## src/sv/zla_pkg.sv

```systemverilog
// Shared types and codes for the zone lifetime allocator.
`timescale 1ns / 1ps
`default_nettype none
package zla_pkg;

   localparam int unsigned IDX_W = 10;   // zone index, up to 1024 zones
   localparam int unsigned CNT_W = 11;   // count of zones, up to 1024
   localparam int unsigned BLK_W = 21;   // block counts and offsets
   localparam int unsigned LIM_W = 7;    // zone limits and counters

   localparam logic [2:0] FN_ALLOC   = 3'd0;
   localparam logic [2:0] FN_APPEND  = 3'd1;
   localparam logic [2:0] FN_CLOSE   = 3'd2;
   localparam logic [2:0] FN_RELEASE = 3'd3;
   localparam logic [2:0] FN_RESET   = 3'd4;

   localparam logic [2:0] ST_OK       = 3'd0;
   localparam logic [2:0] ST_NO_SLOT  = 3'd1;
   localparam logic [2:0] ST_NO_ZONE  = 3'd2;
   localparam logic [2:0] ST_NO_SPACE = 3'd3;
   localparam logic [2:0] ST_WRONG    = 3'd4;

   localparam logic [1:0] CSR_ZONE_CAP   = 2'd0;
   localparam logic [1:0] CSR_MAX_ACTIVE = 2'd1;
   localparam logic [1:0] CSR_MAX_OPEN   = 2'd2;

   typedef struct packed {
      logic [2:0]       func;
      logic [2:0]       hint;
      logic [5:0]       sel;
      logic [BLK_W-1:0] amount;
   } cmd_type;

   typedef struct packed {
      logic             en;
      logic [IDX_W-1:0] idx;
      logic             set_life;
      logic [2:0]       life;
   } commit_type;

   typedef struct packed {
      logic [7:0]       best;
      logic             have;
      logic [IDX_W-1:0] cand;
      logic [BLK_W-1:0] cand_cap;
      logic             emp_have;
      logic [IDX_W-1:0] emp_idx;
      logic [2:0]       status;
      logic [BLK_W-1:0] capl;
      logic             closed;
      logic             close_full;
      logic [LIM_W-1:0] nreset;
      logic [CNT_W-1:0] ndec;
   } acc_type;

endpackage
`default_nettype wire

```

## src/sv/zla_cell.sv

```systemverilog
// One zone entry of the allocator chain with its stage of the scan.
`timescale 1ns / 1ps
`default_nettype none
module zla_cell #(
   parameter int unsigned IDX = 0,
   parameter int unsigned DIFF_NOT_GOOD = 100
) (
   input  logic                clock,
   input  logic                reset,
   input  logic [20:0]         cap,
   input  zla_pkg::cmd_type    cmd,
   input  zla_pkg::commit_type commit,
   input  logic                tok_in,
   input  zla_pkg::acc_type    acc_in,
   output logic                tok_out,
   output zla_pkg::acc_type    acc_out
);
   import zla_pkg::*;

   localparam logic [IDX_W-1:0] MY_IDX = IDX_W'(IDX);
   localparam logic [7:0] DIFF = 8'(DIFF_NOT_GOOD);

   logic [BLK_W-1:0] off_ff, off_in, vld_ff, vld_in;
   logic             open_ff, open_in;
   logic [2:0]       life_ff, life_in;
   logic             tok_ff;
   acc_type          acc_ff, acc_in_n;

   logic             cap_ok, hit;
   logic [BLK_W-1:0] capl_own;
   logic [7:0]       diff;
   logic [BLK_W:0]   vld_sum;

   assign cap_ok   = cap > off_ff;
   assign capl_own = cap_ok ? cap - off_ff : '0;
   assign hit      = IDX_W'(cmd.sel) == MY_IDX;
   assign vld_sum  = {1'b0, vld_ff} + {1'b0, cmd.amount};

   always_comb begin
      if (cmd.hint <= 3'd1) begin
         diff = (life_ff == cmd.hint) ? 8'd0 : DIFF;
      end else if (life_ff > cmd.hint) begin
         diff = 8'(life_ff - cmd.hint);
      end else begin
         diff = DIFF;
      end
   end

   always_comb begin
      off_in   = off_ff;
      vld_in   = vld_ff;
      open_in  = open_ff;
      life_in  = life_ff;
      acc_in_n = acc_in;
      if (tok_in) begin
         case (cmd.func)
            FN_ALLOC: begin
               if (!open_ff && vld_ff != '0 && cap_ok && diff <= acc_in.best) begin
                  acc_in_n.best     = diff;
                  acc_in_n.have     = 1'b1;
                  acc_in_n.cand     = MY_IDX;
                  acc_in_n.cand_cap = capl_own;
               end
               if (!open_ff && off_ff == '0 && !acc_in.emp_have) begin
                  acc_in_n.emp_have = 1'b1;
                  acc_in_n.emp_idx  = MY_IDX;
               end
            end
            FN_APPEND: begin
               if (hit) begin
                  if (cmd.amount > capl_own) begin
                     acc_in_n.status = ST_NO_SPACE;
                     acc_in_n.capl   = capl_own;
                  end else begin
                     off_in        = off_ff + cmd.amount;
                     vld_in        = vld_sum[BLK_W] ? '1 : vld_sum[BLK_W-1:0];
                     acc_in_n.capl = capl_own - cmd.amount;
                  end
               end
            end
            FN_CLOSE: begin
               if (hit) begin
                  acc_in_n.capl = capl_own;
                  if (!open_ff) begin
                     acc_in_n.status = ST_WRONG;
                  end else begin
                     open_in             = 1'b0;
                     acc_in_n.closed     = 1'b1;
                     acc_in_n.close_full = !cap_ok;
                  end
               end
            end
            FN_RELEASE: begin
               if (hit) begin
                  acc_in_n.capl = capl_own;
                  if (cmd.amount > vld_ff) begin
                     acc_in_n.status = ST_WRONG;
                  end else begin
                     vld_in = vld_ff - cmd.amount;
                  end
               end
            end
            FN_RESET: begin
               if (vld_ff == '0 && !open_ff && off_ff != '0) begin
                  off_in  = '0;
                  life_in = 3'd0;
                  if (cap_ok) begin
                     acc_in_n.ndec = acc_in.ndec + 1'b1;
                  end
                  if (acc_in.nreset != '1) begin
                     acc_in_n.nreset = acc_in.nreset + 1'b1;
                  end
               end
            end
            default: begin
            end
         endcase
      end
      if (commit.en && commit.idx == MY_IDX) begin
         open_in = 1'b1;
         if (commit.set_life) begin
            life_in = commit.life;
         end
      end
   end

   always_ff @(posedge clock) begin
      if (reset) begin
         off_ff  <= '0;
         vld_ff  <= '0;
         open_ff <= 1'b0;
         life_ff <= 3'd0;
         tok_ff  <= 1'b0;
      end else begin
         off_ff  <= off_in;
         vld_ff  <= vld_in;
         open_ff <= open_in;
         life_ff <= life_in;
         tok_ff  <= tok_in;
      end
      acc_ff <= acc_in_n;
   end

   assign tok_out = tok_ff;
   assign acc_out = acc_ff;
endmodule
`default_nettype wire

```

## config.mk

```make
export PLATFORM = sky130hd
export DESIGN_NAME = zla_cell
export DESIGN_NICKNAME = d
export VERILOG_FILES = /design/src/sv/zla_pkg.sv /design/src/sv/zla_cell.sv
export SDC_FILE = /design/constraint.sdc
export NUM_CORES = 1
export LEC_CHECK = 0
export ABC_CLOCK_PERIOD_IN_PS = 16890
export BUFFER_PORTS_ARGS = -buffer_cell sky130_fd_sc_hd__buf_2
export CAP_MARGIN = 5
export CORE_ASPECT_RATIO = 0.7
export CORE_MARGIN = 8
export CORE_UTILIZATION = 55
export DETAILED_ROUTE_END_ITERATION = 12
export PLACE_DENSITY_LB_ADDON = 0.3
export RECOVER_POWER = 25
export SKIP_CTS_REPAIR_TIMING = 1
export SYNTH_ARGS = -nofsm -noshare
export SYNTH_HDL_FRONTEND = slang
export SYNTH_SLANG_ARGS = --single-unit
```

## constraint.sdc

```tcl
create_clock -name clock -period 16.89 [get_ports clock]
set_input_delay 0 -clock clock [delete_from_list [all_inputs] [get_ports clock]]
set_output_delay 0 -clock clock [all_outputs]
set_load 0.05 [all_outputs]
```

==> run summary <==
input/output buffers - 262
RR Endpoint - vld_ff[7]
CTS buffer count - 17
Post-Syn Nets - 1652
synth warn - 0
part of the cycle the worst path needs - 44.5%
Area Overhead vs Synth - 28.0%
Die H - 134 um
Power Density - 72.2 nW/um2
worst setup path class - reg -> reg
Crit path max-delay family - compound AO/OA/AOI/OAI gates
First DRT Iteration DRCs - 1478
asr flop ratio synth - 0%
r2r worst-path depth - 24
WP buf/inv - 2
WP data required - 17.20 ns
ranking of synthesized cells by area - dfxtp_1 26%, ha_1 13%, a21oi_1 5.5%
clk sinks - 142
global-route wire length before repair - 56400 um
max cap viols - 1
sequential cell area - 2840 um2
Hold Crit Depth - 4
Syn Std Cell Area - 11000 um2
Tmin final - 7.51 ns
worst r2r src - off_ff[0]
share of layout cells above drive strength 1 - 18.1%
max incr delay on CP - 0.59 ns
Cell Chain, Critical Path - ha_1 -> inv_1 -> fa_1 -> a211o_1 -> a211o_1 -> a21o_1 -> a211oi_1 -> nor2_1 -> or4_1 -> a41oi_1 -> xor2_1 -> nor2_1 -> ha_1 -> a21o_1 -> a21o_1 -> a21oi_1 -> o21ai_0 -> a21o_1 -> a221oi_1 -> nand2_1 -> o211ai_2 -> buf_4 -> and3b_1 -> a221oi_2
CTS max path bufs - 2
EDFF count, synth - 0
share of the synthesized area in the top cell type - 25.8%
Die Span X - 185 um
clk slew on worst S/H paths - 0.07 ns
Data arrival, critical path - 7.82 ns
Post-Place Worst Slack - 9.63 ns
per-cell routed wire length - 20.5 um
worst vdd ir - 0.0000514 V
Worst Hold Launch - cmd[32]
Initial Utilization - 55.8%
final worst slack - 9.38 ns
DP HPWL - 29400 um
Synth Register Bits - 142
Critical Path Start Type - register
worst-margin pin slew - 3.20 ns
via count - 12000
failing checks - max-capacitance violations, max-slew violations
CP Capture Type - register
slowest CP cell - nand2_1
Post-Route WL - 41100 um
most frequent CP cell - a21o_1
prevailing post-synth register cell - dfxtp_1
hold slack - 0.0275 ns
Final Setup Violations - 0
placer's final routability congestion estimate - 0.988
worst hold path class - in -> reg
critical path peak fanout - 23
GRT Total Usage - 28.6%
Final Hold Vio Count - 0
max-slew headroom at the worst pin - -113%
drt drc - 0
Slew Limit Fails - 52
final worst clock skew - 0.0184 ns
Syn Inst Count - 1361
first-pass iteration count of the detailed router - 6
die area - 24900 um2
Layout Nets - 2006
worst-skew pair later-pin latency - 0.44 ns
syn avg cell area - 8.10 um2
vias per cell - 6.00
vias in the first global route - 10600
H-Tree Level Count - 4
Worst Hold End - acc_out[31]
Clock Tree Root - clkbuf_16
antenna-violating nets left - 0
post-synth cell types - 83
Post-synth top cells - 142 x dfxtp_1, 124 x inv_1, 120 x a21oi_1
initial antenna violation count - 6
CTS tree - built
status - finished with violations
Static Leak - 0.00631 uW
sequential area share after synthesis - 25.8%
Core Box Area - 19700 um2
Cell Rows - 43
RSZ-0062 raised after global routing - no
area of the multi-input gates - 7500 um2
largest net degree at the start of global routing - 52
Yosys top cell by area - dfxtp_1
Fmax - 133 MHz
Ports - 263
most frequent cell after synthesis - dfxtp_1
Setup TNS Final - 0 ns
total global routing overflow - 0
reg2reg setup slack - 9.38 ns
fillers - 1526
## power breakdown
part	leakage, uW	internal [uW]	switching (uW)
sequential	0.00118	348	3.88
combinational	0.00487	108	195
clock	0.000259	192	171
## layout by cell type (no fill, tap or decap), types with 9 or more instances in the layout
| master | count |
|---|---|
| nor2b_1 | 31 |
| a21oi_1 | 120 |
| nor4_1 | 9 |
| nand2b_1 | 18 |
| and2_1 | 13 |
| inv_1 | 124 |
| dfxtp_1 | 142 |
| xor2_1 | 33 |
| nand2_1 | 92 |
| o22ai_1 | 10 |
| o211ai_1 | 10 |
| and3_1 | 12 |
| or3_1 | 11 |
| clkbuf_16 | 17 |
| buf_2 | 204 |
| a211oi_1 | 11 |
| a31oi_1 | 13 |
| ha_1 | 117 |
| o31ai_1 | 19 |
| clkbuf_1 | 59 |
| a21o_1 | 39 |
| nor2_1 | 99 |
| a221oi_2 | 20 |
| mux2_2 | 22 |
| nand4_1 | 13 |
| nand3_1 | 45 |
| xnor2_1 | 50 |
| o21ai_0 | 66 |
| dlygate4sd3_1 | 109 |
| nor3_1 | 43 |
## state kept, by name (all words and copies together), names as in the netlist
register and count:
life_ff 3, acc_out 95, off_ff 21, tok_out 1, open_ff 1, vld_ff 21
## worst register-to-register path, stage by stage (launching register included)
cell      delay [ns]
dfxtp_1         0.38
ha_1            0.20
inv_1           0.06
fa_1            0.41
a211o_1         0.30
a211o_1         0.31
a21o_1          0.19
a211oi_1        0.23
nor2_1          0.10
or4_1           0.45
a41oi_1         0.26
xor2_1          0.10
nor2_1          0.36
ha_1            0.40
a21o_1          0.21
a21o_1          0.18
a21oi_1         0.20
o21ai_0         0.11
a21o_1          0.19
a221oi_1        0.45
nand2_1         0.59
o211ai_2        0.35
buf_4           0.39
and3b_1         0.60
a221oi_2        0.38
## kinds of logic (layout without fill, tap and decap cells)
group                    count (synthesis)  in the layout  share of synthesized area, %
XOR/XNOR                                83             83                          6.60
flip-flops                             142            142                          25.8
multiplexers                            27             27                          2.70
AO/OA/AOI/OAI                          394            394                          24.9
AND/OR/NAND/NOR                        422            422                          19.3
other                                    0              4                             0
adder cells (fa/ha/maj)                124            124                          14.6
buffers and inverters                  169            535                          6.15
## worst max-delay path by stage
stage                    from          to  cells past startpoint
global route        off_ff[0]  vld_ff[10]                     24
CTS                 off_ff[0]   vld_ff[7]                     24
global placement    off_ff[0]  vld_ff[18]                     24
finish              off_ff[0]   vld_ff[7]                     24
floorplan           off_ff[0]  vld_ff[18]                     24
detailed placement  off_ff[0]  vld_ff[18]                     24
## metrics by stage
stage          util, %  instances  instance area [um2]  power [uW]
6_report          71.4       2001                14100        1020
5_1_grt           71.4       2001                14100        1050
4_1_cts           66.2       1888                13100         989
3_5_place_dp      63.4       1857                12500         633
3_3_place_gp      63.4       1857                12500         629
2_1_floorplan        -       1361                11000         550
## layout make-up
| cell class | instances | share of cell area, % |
|---|---|---|
| timing repair buffer | 380 | 17.0 |
| sequential | 142 | 20.2 |
| tap | 270 | 2.40 |
| clock inverter | 14 | 0.887 |
| multi-input combinational | 1050 | 53.2 |
| clock buffer | 17 | 3.02 |
| antenna | 4 | 0.0710 |
| inverter | 124 | 3.30 |
## metal layers
metal | track usage (%) | vias to the layer above | share of wire, %
met4 | 6.87 | 4 | 2.9
met1 | 38.3 | 5542 | 41
met3 | 8.67 | 107 | 11
li1 | - | 5622 | -
met2 | 44.3 | 737 | 45
met5 | 0 | - | 0.054
Power figures use the tool's default switching activity.
